$ cat config.mk
export PLATFORM = sky130hd
export DESIGN_NAME = int_sample_to_float32_fields_top_flat
export DESIGN_NICKNAME = d
export VERILOG_FILES = /design/src/rtl/isf_pkg.sv /design/src/rtl/isf_if.sv /design/src/rtl/isf_prep.sv /design/src/rtl/isf_norm.sv /design/src/rtl/int_sample_to_float32_fields_top.sv /design/src/flat_wrapper.sv
export SDC_FILE = /design/constraint.sdc
export NUM_CORES = 1
export LEC_CHECK = 0
export BUFFER_PORTS_ARGS = -buffer_cell sky130_fd_sc_hd__buf_2
export CAP_MARGIN = 30
export CORE_MARGIN = 5
export CORE_UTILIZATION = 45
export CTS_CLUSTER_DIAMETER = 40
export DETAILED_ROUTE_END_ITERATION = 8
export PLACE_DENSITY = 0.62
export SLEW_MARGIN = 10
export SYNTH_ARGS = -nofsm -noshare
export SYNTH_HDL_FRONTEND = slang
export SYNTH_HIERARCHICAL = 1
export SYNTH_SLANG_ARGS = --single-unit
$ cat constraint.sdc
create_clock -name clk_i -period 9.1 [get_ports clk_i]
set_input_delay 0.455 -clock clk_i [delete_from_list [all_inputs] [get_ports clk_i]]
set_output_delay 0.455 -clock clk_i [all_outputs]
set_load 0.005 [all_outputs]
$ cat src/rtl/isf_pkg.sv
package isf_pkg;

  localparam int unsigned SAMPLE_W = 32;
  localparam int unsigned EXP_W    = 8;
  localparam int unsigned MANT_W   = 23;
  localparam int unsigned SHIFT_W  = 5;
  localparam int unsigned CFG_IDX_W  = 2;
  localparam int unsigned CFG_DATA_W = 8;

  // Magnitude thresholds of the conversion
  localparam logic [SAMPLE_W-1:0] BIG_LIMIT  = 32'h0100_0000;
  localparam logic [SAMPLE_W-1:0] BIG_BITS   = 32'h0F00_0000;
  localparam logic [SAMPLE_W-1:0] HIDDEN_BIT = 32'h0080_0000;

  // Largest right shift a big magnitude can need to clear bits 24..27
  localparam int unsigned MAX_RSHIFT = 8;
  localparam int unsigned RSHIFT_W   = 4;

  typedef enum logic [CFG_IDX_W-1:0] {
    CFG_PRE_SHIFT = 2'd0,
    CFG_MAX_EXP   = 2'd1,
    CFG_FILL_ONES = 2'd2
  } cfg_idx_e;

  typedef struct packed {
    logic [SHIFT_W-1:0] pre_shift;
    logic [EXP_W-1:0]   max_exp;
    logic               fill_ones;
  } isf_cfg_t;

  typedef struct packed {
    logic                zero;
    logic                sign;
    logic [SAMPLE_W-1:0] mag;
  } isf_prep_t;

  typedef struct packed {
    logic              sign_bit;
    logic [EXP_W-1:0]  exponent;
    logic [MANT_W-1:0] mantissa;
  } isf_res_t;

endpackage

$ cat src/rtl/isf_if.sv
// Input sample channel
interface isf_in_if;
  logic               valid;
  logic               ready;
  logic signed [31:0] sample;
  logic               last_in;

  modport source (output valid, output sample, output last_in, input ready);
  modport sink   (input valid, input sample, input last_in, output ready);
endinterface

// Float field result channel
interface isf_out_if;
  logic        valid;
  logic        ready;
  logic        sign_bit;
  logic [7:0]  exponent;
  logic [22:0] mantissa;
  logic        last_out;

  modport source (output valid, output sign_bit, output exponent, output mantissa,
                  output last_out, input ready);
  modport sink   (input valid, input sign_bit, input exponent, input mantissa,
                  input last_out, output ready);
endinterface

$ cat src/rtl/isf_prep.sv
module isf_prep (
  input  logic signed [31:0]                sample_i,
  input  logic [isf_pkg::SHIFT_W-1:0]       pre_shift_i,
  output isf_pkg::isf_prep_t                prep_o
);
  import isf_pkg::*;

  logic [SAMPLE_W-1:0] shifted;

  // Pre-shift with wrap, then split into sign and magnitude
  always_comb begin
    shifted     = SAMPLE_W'(unsigned'(sample_i)) << pre_shift_i;
    prep_o.zero = (sample_i == '0);
    prep_o.sign = shifted[SAMPLE_W-1];
    prep_o.mag  = shifted[SAMPLE_W-1] ? (~shifted + SAMPLE_W'(1)) : shifted;
  end

endmodule

$ cat src/rtl/isf_norm.sv
module isf_norm (
  input  isf_pkg::isf_prep_t prep_i,
  input  isf_pkg::isf_cfg_t  cfg_i,
  output isf_pkg::isf_res_t  res_o
);
  import isf_pkg::*;

  logic [RSHIFT_W-1:0] rsh;
  logic [SAMPLE_W-1:0] mag_r;
  logic [4:0]          lz;
  logic                small_zero;
  logic                lz_fits;
  logic [EXP_W-1:0]    exp_m1;
  logic [4:0]          cnt;
  logic [MANT_W-1:0]   fill;

  // Find the smallest right shift that clears bits 24..27
  always_comb begin
    rsh = RSHIFT_W'(MAX_RSHIFT);
    for (int k = MAX_RSHIFT; k >= 0; k--) begin
      if (((prep_i.mag >> k) & BIG_BITS) == '0) rsh = RSHIFT_W'(k);
    end
    mag_r = prep_i.mag >> rsh;
  end

  // Count leading zeros from the hidden bit position downward
  always_comb begin
    lz = '0;
    for (int i = 0; i <= MANT_W; i++) begin
      if (prep_i.mag[i]) lz = 5'(MANT_W - i);
    end
    small_zero = (prep_i.mag[MANT_W:0] == '0);
  end

  // Left normalization stops once the exponent would reach zero
  always_comb begin
    lz_fits = !small_zero && ({3'b000, lz} < cfg_i.max_exp);
    exp_m1  = cfg_i.max_exp - EXP_W'(1);
    if (lz_fits) begin
      cnt = lz;
    end else if (exp_m1 >= EXP_W'(MANT_W)) begin
      cnt = 5'(MANT_W);
    end else begin
      cnt = exp_m1[4:0];
    end
    fill = cfg_i.fill_ones ? ~({MANT_W{1'b1}} << cnt) : '0;
  end

  // Select the result for zero, big and small magnitudes
  always_comb begin
    res_o.sign_bit = prep_i.sign;
    if (prep_i.zero) begin
      res_o = '0;
    end else if (prep_i.mag >= BIG_LIMIT) begin
      res_o.exponent = cfg_i.max_exp + EXP_W'(rsh);
      res_o.mantissa = mag_r[MANT_W-1:0];
    end else if (cfg_i.max_exp == '0) begin
      res_o.exponent = '0;
      res_o.mantissa = prep_i.mag[MANT_W-1:0];
    end else begin
      res_o.exponent = lz_fits ? (cfg_i.max_exp - EXP_W'(lz)) : '0;
      res_o.mantissa = (prep_i.mag[MANT_W-1:0] << cnt) | fill;
    end
  end

endmodule

$ cat src/rtl/int_sample_to_float32_fields_top.sv
// Integer sample to single-precision float fields.
//
// in_i carries one signed 32-bit sample and an end-of-block flag per
// transfer; out_o returns the sign, biased exponent and mantissa fields with
// the flag copied through. Both channels transfer on valid and ready high.
// The cfg_* port writes pre_shift, max_exponent and fill_ones by index
// 0, 1 and 2; write only while no item is in flight.
//
// The sample lands in the input register, passes the pre-shift, magnitude,
// leading-zero count and normalizing shifts, and lands in the result
// register. One item per cycle is sustained while the receiver keeps ready
// high; the input and result registers form a two-entry pipeline.
//
// Reset clears both pipeline valid bits and all configuration to zero.
// When the receiver holds ready low the result register keeps its value, the
// input register still takes one more item, and in_i.ready drops only once
// both registers are full.
module int_sample_to_float32_fields_top (
  input  logic                           clk_i,
  input  logic                           rst_ni,
  isf_in_if.sink                         in_i,
  isf_out_if.source                      out_o,
  input  logic                           cfg_we_i,
  input  logic [isf_pkg::CFG_IDX_W-1:0]  cfg_idx_i,
  input  logic [isf_pkg::CFG_DATA_W-1:0] cfg_wdata_i
);
  import isf_pkg::*;

  isf_cfg_t            cfg_q;
  logic                s0_valid_q;
  logic [SAMPLE_W-1:0] s0_sample_q;
  logic                s0_last_q;
  logic                s1_valid_q;
  isf_res_t            s1_res_q;
  logic                s1_last_q;
  logic                s0_ready;
  logic                s1_ready;
  isf_prep_t           prep;
  isf_res_t            res;

  // Configuration writes
  always_ff @(posedge clk_i or negedge rst_ni) begin
    if (!rst_ni) begin
      cfg_q <= '0;
    end else if (cfg_we_i) begin
      case (cfg_idx_i)
        CFG_PRE_SHIFT: cfg_q.pre_shift <= cfg_wdata_i[SHIFT_W-1:0];
        CFG_MAX_EXP:   cfg_q.max_exp   <= cfg_wdata_i[EXP_W-1:0];
        CFG_FILL_ONES: cfg_q.fill_ones <= cfg_wdata_i[0];
        default: ;
      endcase
    end
  end

  // Advance each stage when the one after it has room
  assign s1_ready   = !s1_valid_q || out_o.ready;
  assign s0_ready   = !s0_valid_q || s1_ready;
  assign in_i.ready = s0_ready;

  always_ff @(posedge clk_i or negedge rst_ni) begin
    if (!rst_ni) begin
      s0_valid_q <= 1'b0;
      s1_valid_q <= 1'b0;
    end else begin
      if (s0_ready) s0_valid_q <= in_i.valid;
      if (s1_ready) s1_valid_q <= s0_valid_q;
    end
  end

  // Capture the sample on an input transfer
  always_ff @(posedge clk_i) begin
    if (s0_ready && in_i.valid) begin
      s0_sample_q <= unsigned'(in_i.sample);
      s0_last_q   <= in_i.last_in;
    end
  end

  isf_prep u_prep (
    .sample_i    (signed'(s0_sample_q)),
    .pre_shift_i (cfg_q.pre_shift),
    .prep_o      (prep)
  );

  isf_norm u_norm (
    .prep_i (prep),
    .cfg_i  (cfg_q),
    .res_o  (res)
  );

  // Hold the result until the receiver takes it
  always_ff @(posedge clk_i) begin
    if (s1_ready && s0_valid_q) begin
      s1_res_q  <= res;
      s1_last_q <= s0_last_q;
    end
  end

  assign out_o.valid    = s1_valid_q;
  assign out_o.sign_bit = s1_res_q.sign_bit;
  assign out_o.exponent = s1_res_q.exponent;
  assign out_o.mantissa = s1_res_q.mantissa;
  assign out_o.last_out = s1_last_q;

endmodule

$ cat src/flat_wrapper.sv
// flat-port wrapper written by rule: the top's interface ports become plain ports
module int_sample_to_float32_fields_top_flat import isf_pkg::*;
  (clk_i, rst_ni, cfg_we_i, cfg_idx_i, cfg_wdata_i, in_i_valid, in_i_sample, in_i_last_in, in_i_ready, out_o_valid, out_o_sign_bit, out_o_exponent, out_o_mantissa, out_o_last_out, out_o_ready);
  isf_in_if in_i_i ();
  isf_out_if out_o_i ();
  input  logic clk_i;
  input  logic rst_ni;
  input  logic cfg_we_i;
  input  logic [isf_pkg::CFG_IDX_W-1:0] cfg_idx_i;
  input  logic [isf_pkg::CFG_DATA_W-1:0] cfg_wdata_i;
  input wire logic [$bits(in_i_i.valid)-1:0] in_i_valid;
  input wire logic [$bits(in_i_i.sample)-1:0] in_i_sample;
  input wire logic [$bits(in_i_i.last_in)-1:0] in_i_last_in;
  output wire logic [$bits(in_i_i.ready)-1:0] in_i_ready;
  output wire logic [$bits(out_o_i.valid)-1:0] out_o_valid;
  output wire logic [$bits(out_o_i.sign_bit)-1:0] out_o_sign_bit;
  output wire logic [$bits(out_o_i.exponent)-1:0] out_o_exponent;
  output wire logic [$bits(out_o_i.mantissa)-1:0] out_o_mantissa;
  output wire logic [$bits(out_o_i.last_out)-1:0] out_o_last_out;
  input wire logic [$bits(out_o_i.ready)-1:0] out_o_ready;
  assign in_i_i.valid = in_i_valid;
  assign in_i_i.sample = in_i_sample;
  assign in_i_i.last_in = in_i_last_in;
  assign in_i_ready = in_i_i.ready;
  assign out_o_valid = out_o_i.valid;
  assign out_o_sign_bit = out_o_i.sign_bit;
  assign out_o_exponent = out_o_i.exponent;
  assign out_o_mantissa = out_o_i.mantissa;
  assign out_o_last_out = out_o_i.last_out;
  assign out_o_i.ready = out_o_ready;
  int_sample_to_float32_fields_top u_core (.clk_i(clk_i), .rst_ni(rst_ni), .in_i(in_i_i), .out_o(out_o_i), .cfg_we_i(cfg_we_i), .cfg_idx_i(cfg_idx_i), .cfg_wdata_i(cfg_wdata_i));
endmodule
Yosys cells after proc, flatten, opt, wreduce, memory -nomap -nowiden:

Index checks and enable logic that the tools add are counted.

* input port bits: 48
* register bits after elaboration: 82

* equality and inequality tests: 2
* add/subtract/negate cells: 4
* $lt $le $gt $ge: 3
* reductions and logical operators: 23
* mux-type cells: 39
* shift-type cells: 4
* bitwise operators: 3

Operator list (count)
* logical NOT 32 bit: 9
* 2-to-1 mux 5 bit: 26
* 2-to-1 mux 31 bit: 2
* adder 32 x 1 -> 32 bit (second input constant): 1
* greater-or-equal comparator 32 x 25 -> 1 bit (second input constant): 1
* 2-to-1 mux 32 bit: 1
* 2-to-1 mux 4 bit: 8
* inverter 32 bit: 1
* left shift 32 x 5 -> 32 bit: 1
* right shift 32 x 4 -> 23 bit: 1
* logical NOT 24 bit: 1
* 2-to-1 mux 23 bit: 1
* inverter 23 bit: 1
* OR 23 bit: 1
* left shift 23 x 5 -> 23 bit: 1
* left shift 23 x 5 -> 23 bit (first input constant): 1
* adder 8 x 4 -> 8 bit: 1
* greater-or-equal comparator 8 x 5 -> 1 bit (second input constant): 1
* logical NOT 8 bit: 1
* less-than comparator 5 x 8 -> 1 bit: 1
* 2-to-1 mux 8 bit: 1
* subtractor 8 x 1 -> 8 bit (second input constant): 1
* subtractor 8 x 5 -> 8 bit: 1
* AND reduction 2 bit: 3
* 6 further kinds: 11

Longest topological paths before layout:

Gate-level depths: netlist of the first run.

* depth in word-level cells: 37
* depth in mapped cells: 32
* gate-level depth less buffers: 26

Hierarchy:

Netlist of the first run, hierarchy kept.

By module, submodules not included
* isf_norm: cells each 649, area each 4356.7 µm², instances 1
* isf_prep: cells each 383, area each 3095.5 µm², instances 1
* int_sample_to_float32_fields_top: cells each 105, area each 2616.3 µm², instances 1

Worst setup path before layout of the first run:

Ideal clock, no wire load.

* path kind: register -> register
* start: register u_core/cfg_q[9] (netlist bit)
* end: register u_core.s1_res_q (netlist bit u_core/out_o.mantissa[10]), data pin
* stages on the path, launching flop included: 29
* path slack: 2494 ps
* buffers on the path: 5
* required time: 8829 ps
* arrival: 6335 ps
* path through: dfrtp_1 > buf_6 > buf_4 > mux2_2 > mux4_2 > mux2i_1 > mux2_2 > a31oi_1 > o32ai_1 > clkbuf_1 > inv_1 > a221oi_1 > o211ai_1 > a221oi_4 > ha_1 > inv_1 > fa_1 > a21o_1 > a211oi_1 > o21a_2 > or2_1 > buf_6 > mux2_2 > buf_4 > nand2_1 > a31oi_1 > a311o_1 > a211oi_1 > nor4_1

RTL lines
* start: declaration: RTL line int_sample_to_float32_fields_top.sv:29 `isf_cfg_t cfg_q;`
* end signal: assignment: RTL line int_sample_to_float32_fields_top.sv:93 `s1_res_q <= res;`
* end: declaration: RTL line int_sample_to_float32_fields_top.sv:34 `isf_res_t s1_res_q;`

==> out/metrics.yaml, run 1 <==
outcome:
  outcome: "completed"
worst_setup_path:
  crit_top_cell: "mux2_2"
  slowest_stage: "dfrtp_4"
  crit_family: "compound AO/OA/AOI/OAI gates"
  rr_worst_depth: 24
  crit_arrival_ns: 8.46
  crit_cells: 24
  path_cells: "buf_4 -> mux2_2 -> mux4_2 -> mux2i_1 -> mux2_2 -> inv_1 -> nand2_1 -> xnor2_1 -> a221oi_1 -> o211ai_1 -> a221oi_4 -> ha_1 -> inv_1 -> fa_1 -> a21o_1 -> a211oi_1 -> o21a_2 -> or2_1 -> mux2_2 -> mux2_2 -> a22oi_1 -> o221ai_1 -> a21oi_1 -> o21ai_0"
  cp-end-kind: "flip-flop"
  worst_setup_path_start_kind: "flip-flop"
  crit_buf_inv: 3
  critical_path_required_ns: 9.18
  criticalPathCategory: "flip-flop to flip-flop"
  crit_fanout: 27
  max_stage_delay_ns: 0.69
floorplanning:
  initial_core_util_pct: 45.9
  rows: 54
  die_w_um: 160
  die_y_um: 160
  coreArea_um2: 22000
  io_pins: 83
  dieArea_um2: 25500
detailed_routing:
  viasPerCell: 6.71
  drcViolationCount: 0
  vias: 9792
  routed_wirelength_um: 33500
  drt_iter0_markers: 1000
  drt-pass1-iter-count: 6
  avgRoutedWirePerCell_um: 22.9
  ant_nets: 0
clock_network:
  numClockSinks: 82
  clock_path_buffers: 2
  cts_tree: "built"
  root_buffer: "clkbuf_16"
  clk_latency_ns: 0.36
  cts-htree-levels: 3
  cts_made_buffers: 9
  cts_resized: 0
  clk_pin_slew_worst_paths_ns: 0.06
  holdBufCountCts: 0
  post_cts_buffers: 0
yosys:
  synth-seq-area-share_pct: 23.7
  netlist_area_um2: 10100
  yosys_warnings: 6
  yosys_register_bits: 82
  ys.flop_type: "edfxtp_1"
  async_reset_ff_share_pct: 19.5
  syn_area_per_cell_um2: 8.86
  synth_nets: 1199
  synth_edf_count: 66
  synth_cells: 1137
  yosysUniqueCellTypes: 99
finish:
  mostFrequentLayoutCell: "mux2i_1"
  fillers: 2044
  multi_input_area_um2: 7120
  nNetsFinal: 1237
  seqCellArea_um2: 2390
  drive_gt1_share_pct: 22.3
  final_cell_mix: "mux2i_1, nand2_1, nor2_1, buf_2, edfxtp_1"
  area_delta_synth_final_pct: 10.1
  antenna_cells: 0
sta:
  finalCritPeriodShare_pct: 92.1
  fin_setup_tns_ns: 0
  fmax_mhz: 119
  worst_clock_skew_ns: 0.0146
  fin_ws_ns: 0.721
  setup_violations: 0
  slew_violations: 0
  finalHoldViolations: 0
  slew_headroom_pct: 34.9
  worstMarginPinSlew_ns: 0.969
  rsz0062_at_grt: "false"
  fin_crit_ns: 8.38
job:
  maxCapViolCount: 0
global_route:
  grt_pass1_wl_um: 51900
  grt_usage_pct: 25.2
  antenna_found_initial: 0
  overflow: 0
  first_global_vias: 9083
  grt_start_max_net_pins: 35
placed_design:
  gp_congestion: 0.991
  numPortBuffers: 82
  pre_cts_ws_ns: 0.652
  dp_hpwl_um: 24500
hold_path:
  hp-class: "input pin to async pin"
-- path summary, 6_finish.rpt --
kind                                   from                   endpoint  slack, ns
min                                  rst_ni            u_core/cfg_q[7]      0.009
max                         u_core/cfg_q[9]  u_core/out_o.mantissa[15]       0.72
min in group clk_i          in_i_sample[13]     u_core/s0_sample_q[13]       0.27
max reg2reg                 u_core/cfg_q[9]  u_core/out_o.mantissa[15]       0.72
min reg2reg                u_core/s0_last_q      u_core/out_o.last_out       0.42
max in group asynchronous            rst_ni            u_core/cfg_q[9]       8.78
-- flip-flops by register name (all words and copies together), names as in the netlist --
signal,flops
u_core/out_o.valid,1
u_core/out_o.sign_bit,1
u_core/out_o.last_out,1
u_core/s0_valid_q,1
u_core/cfg_q,14
u_core/s0_last_q,1
u_core/s0_sample_q,32
u_core/out_o.mantissa,23
u_core/out_o.exponent,8
-- metal layers --
metal | wire length (µm) | vias up | track usage (%)
li1 | - | 4468 | -
met1 | 14600 | 4705 | 35.0
met2 | 14700 | 532 | 38.0
met3 | 2890 | 87 | 4.87
met4 | 1350 | 0 | 11.2
met5 | 0 | - | 0
-- synth_stat cells, drive strengths merged (12+ instances only) --
cell	count	share of area, %
mux2i	132	13
nand2	111	4.1
nor2	94	3.5
edfxtp	66	20
a21oi	64	3.2
o21ai	63	3.1
clkbuf	51	1.9
buf	50	3.2
mux2	45	5.1
mux4	36	8.1
o22ai	28	1.9
nand3	23	1.2
a31oi	22	1.5
nor3	22	1.1
xnor2	21	1.8
inv	19	0.71
nor4	19	1.3
a211oi	16	1.2
dfrtp	16	4.0
nand2b	16	0.99
nor2b	14	0.87
a22oi	13	0.97
xor2	13	1.1
a21o	12	0.89
ha	12	1.5
-- through the flow --
stage / util, % / hold WS [ns] / instances / instance area [µm²]
3_5_place_dp: 48.6 / 0.399 / 1441 / 10700
4_1_cts: 50.3 / 0.0131 / 1457 / 11000
2_1_floorplan: - / 0.159 / 1137 / 10100
3_3_place_gp: 48.6 / 0.400 / 1441 / 10700
6_report: 50.5 / 0.00898 / 1460 / 11100
5_1_grt: 50.5 / 0.0300 / 1460 / 11100
-- worst reg2reg max path: cells and delay by family, from the launching register on --
kind,cells,cell delay [ns]
and+or+nand+nor,2,0.66
xor gates and xnor gates,1,0.30
muxes,6,2.44
DFF,1,0.69
AOI/OAI and AO/OA,10,2.70
buffers and inverters,3,0.72
adders and majority gates,2,0.61
-- final cells by class --
cell class                      count  area share [%]
Clock buffer                       11            2.10
Sequential cell                    82            21.5
Inverter                           20           0.677
Timing Repair Buffer              128            7.09
Clock inverter                      5            1.16
Tap cell                          280            3.16
Multi-Input combinational cell    934            64.3
-- logic make-up (layout without fill, tap and decap cells) --
logic type	after synthesis	count (layout)	share of synthesized area [%]
AO/OA/AOI/OAI	322	322	22.2
XOR/XNOR	34	34	2.96
adder cells (fa/ha/maj)	14	14	1.89
buffers and inverters	121	164	5.88
flip-flops	82	82	23.7
multiplexers	213	213	26.4
AND/OR/NAND/NOR	351	351	17.0
Power of run 1 is left out: the tool's default activity adds up to more than one toggle a clock period on the data nets, which glitch-free logic cannot reach.
==> run 2: changes to the inputs <==
--- a/config.mk
+++ b/config.mk
@@ -11,7 +11,8 @@
 export CORE_UTILIZATION = 45
 export CTS_CLUSTER_DIAMETER = 40
 export DETAILED_ROUTE_END_ITERATION = 8
-export PLACE_DENSITY = 0.62
+export MAX_ROUTING_LAYER = met4
+export PLACE_DENSITY = 0.61
 export SLEW_MARGIN = 10
 export SYNTH_ARGS = -nofsm -noshare
 export SYNTH_HDL_FRONTEND = slang
==> run 2 against run 1 <==
Against the previous run: register-to-register slack improved by 0.02 ns; critical path type unchanged; global-route usage is 1.7 points higher; die area unchanged; maximum frequency is 0.23% higher; clock skew decreased by 0.0016 ns; design area shrank 0.26%; non-clock buffer count increased by 6; core utilization decreased by 0.13 points; critical path depth rose by 2; sequential share of layout area about the same.
==> out/metrics.yaml, run 2 (synthesis gave the netlist of run 1 again) <==
outcome:
  outcome: "completed"  # unchanged
clock_network:
  cts-htree-levels: 3  # unchanged
  clock_path_buffers: 2  # unchanged
  clk_latency_ns: 0.36  # about the same
  clk_pin_slew_worst_paths_ns: 0.07  # was 0.06 ns
  post_cts_buffers: 0  # unchanged
  root_buffer: "clkbuf_16"  # unchanged
  numClockSinks: 82  # unchanged
  cts_tree: "built"  # unchanged
  cts_made_buffers: 9  # unchanged
sta:
  fmax_mhz: 120  # was 119 MHz
  fin_setup_tns_ns: 0  # unchanged
  worst_clock_skew_ns: 0.0130  # was 0.0146 ns
  slew_violations: 0  # unchanged
  finalCritPeriodShare_pct: 91.9  # was 92.1%
  finalHoldViolations: 0  # unchanged
  slew_headroom_pct: 27.9  # was 34.9%
  setup_violations: 0  # unchanged
  fin_crit_ns: 8.36  # was 8.38 ns
  worstMarginPinSlew_ns: 1.08  # was 0.969 ns
  rsz0062_at_grt: "false"  # unchanged
placed_design:
  gp_congestion: 0.973  # was 0.991
  dpl-instance-area_um2: 10700  # about the same
  numPortBuffers: 82  # unchanged
  dp_hpwl_um: 25200  # was 24500 µm
finish:
  fillers: 2077  # was 2044
  drive_gt1_share_pct: 22.7  # was 22.3%
  fin_area_um2: 11100  # about the same
  largest_reg_flops: 32  # unchanged
  nNetsFinal: 1243  # was 1237
  largest-register: "u_core/s0_sample_q"  # unchanged
  area_delta_synth_final_pct: 9.80  # was 10.1%
  antenna_cells: 0  # unchanged
  mostFrequentLayoutCell: "mux2i_1"  # unchanged
  final_cell_mix: "mux2i_1, nand2_1, nor2_1, buf_2, edfxtp_1"  # unchanged
global_route:
  first_global_vias: 9373  # was 9083
  grt_usage_pct: 26.9  # was 25.2%
  met1_usage_pct: 37.0  # was 35.0%
  overflow: 0  # unchanged
  gr-max-usage-layer: "met2"  # unchanged
  grt_start_max_net_pins: 34  # was 35
  use_met3_pct: 3.18  # was 4.87%
  grt_pass1_wl_um: 53800  # was 51900 µm
  gr-usage-met2_pct: 41.1  # was 38.0%
  antenna_found_initial: 0  # unchanged
floorplanning:
  initial_core_util_pct: 45.9  # unchanged
  dieArea_um2: 25500  # unchanged
  die_y_um: 160  # unchanged
  die_w_um: 160  # unchanged
  coreArea_um2: 22000  # unchanged
  rows: 54  # unchanged
  io_pins: 83  # unchanged
worst_setup_path:
  cp-end-kind: "flip-flop"  # unchanged
  slowest_stage: "dfrtp_2"  # was dfrtp_4
  worst_setup_path_start_kind: "flip-flop"  # unchanged
  rr_worst_depth: 26  # was 24
  crit_arrival_ns: 8.56  # was 8.46 ns
  crit_top_cell: "a21oi_1"  # was mux2_2
  criticalPathCategory: "flip-flop to flip-flop"  # unchanged
  critical_path_required_ns: 9.30  # was 9.18 ns
  max_stage_delay_ns: 0.88  # was 0.69 ns
  crit_fanout: 31  # was 27
detailed_routing:
  ant_nets: 0  # unchanged
  routed_wirelength_um: 34300  # was 33500 µm
  viasPerCell: 6.74  # was 6.71
  avgRoutedWirePerCell_um: 23.4  # was 22.9 µm
  drt-pass1-iter-count: 6  # unchanged
  drt_iter0_markers: 1131  # was 1000
  drcViolationCount: 0  # unchanged
  vias: 9878  # was 9792
hold_path:
  hold_depth: 1
  hp-class: "input pin to flip-flop"  # was input pin to async pin
job:
  maxCapViolCount: 0  # unchanged
## run 2: worst max-delay path, delay by kind of cell, from the launching register on
| family | cells | cell delay, ns |
|---|---|---|
| muxes | 3 | 1.31 |
| buffers and inverters | 3 | 0.56 |
| adders and majority gates | 2 | 0.62 |
| xor gates and xnor gates | 1 | 0.59 |
| DFF | 1 | 0.88 |
| and+or+nand+nor | 7 | 1.76 |
| AOI/OAI and AO/OA | 10 | 2.44 |
## run 2: routing by layer
| metal | share of wire, % | vias to the layer above | wire length [µm] |
|---|---|---|---|
| li1 | - | 4469 | - |
| met3 | 8.1 | 87 | 2770 |
| met4 | 3.3 | 0 | 1120 |
| met1 | 44 | 4771 | 14900 |
| met5 | 0 | - | 0 |
| met2 | 45 | 551 | 15400 |
## run 2: worst paths after layout
path / start / end / slack, ns
worst max register to register: u_core/cfg_q[9] / u_core/out_o.mantissa[18] / 0.74
max in group asynchronous: rst_ni / u_core/cfg_q[9] / 8.28
worst min register to register: u_core/s0_last_q / u_core/out_o.last_out / 0.42
worst max-delay path: u_core/cfg_q[9] / u_core/out_o.mantissa[18] / 0.74
worst min-delay path: in_i_sample[23] / u_core/s0_sample_q[23] / 0.26
min in group asynchronous: rst_ni / u_core/cfg_q[1] / 0.53
## run 2: area by class of cell
class                   count  area (µm²)  share of cell area, %
multi-input cells         934        7120                   64.4
flip-flops and latches     82        2380                   21.6
repair buffers            134         828                   7.49
well taps                 280         350                   3.17
clock buffers               9         225                   2.04
clock inverters             7        75.1                  0.679
inverters                  20        75.1                  0.679
## run 2: stage by stage
stage | hold slack (ns) | worst slack [ns] | util (%) | instances
after floorplan | 0.159 | 2.49 | - | 1137
after global placement | 0.388 | 0.908 | 48.8 | 1447
after detailed placement | 0.389 | 0.822 | 48.8 | 1447
after CTS | 0.260 | 0.813 | 50.2 | 1464
after global routing | 0.259 | 0.181 | 50.3 | 1466
final | 0.261 | 0.740 | 50.3 | 1466
## run 2: what timing repair did
action | CTS | global route
hold buffers | 1 | 0
hold endpoints to repair | 7 | 0
endpoints found under the setup margin | 0 | 0
gates resized for setup | 0 | 0
Power of run 2 is left out for the same reason.
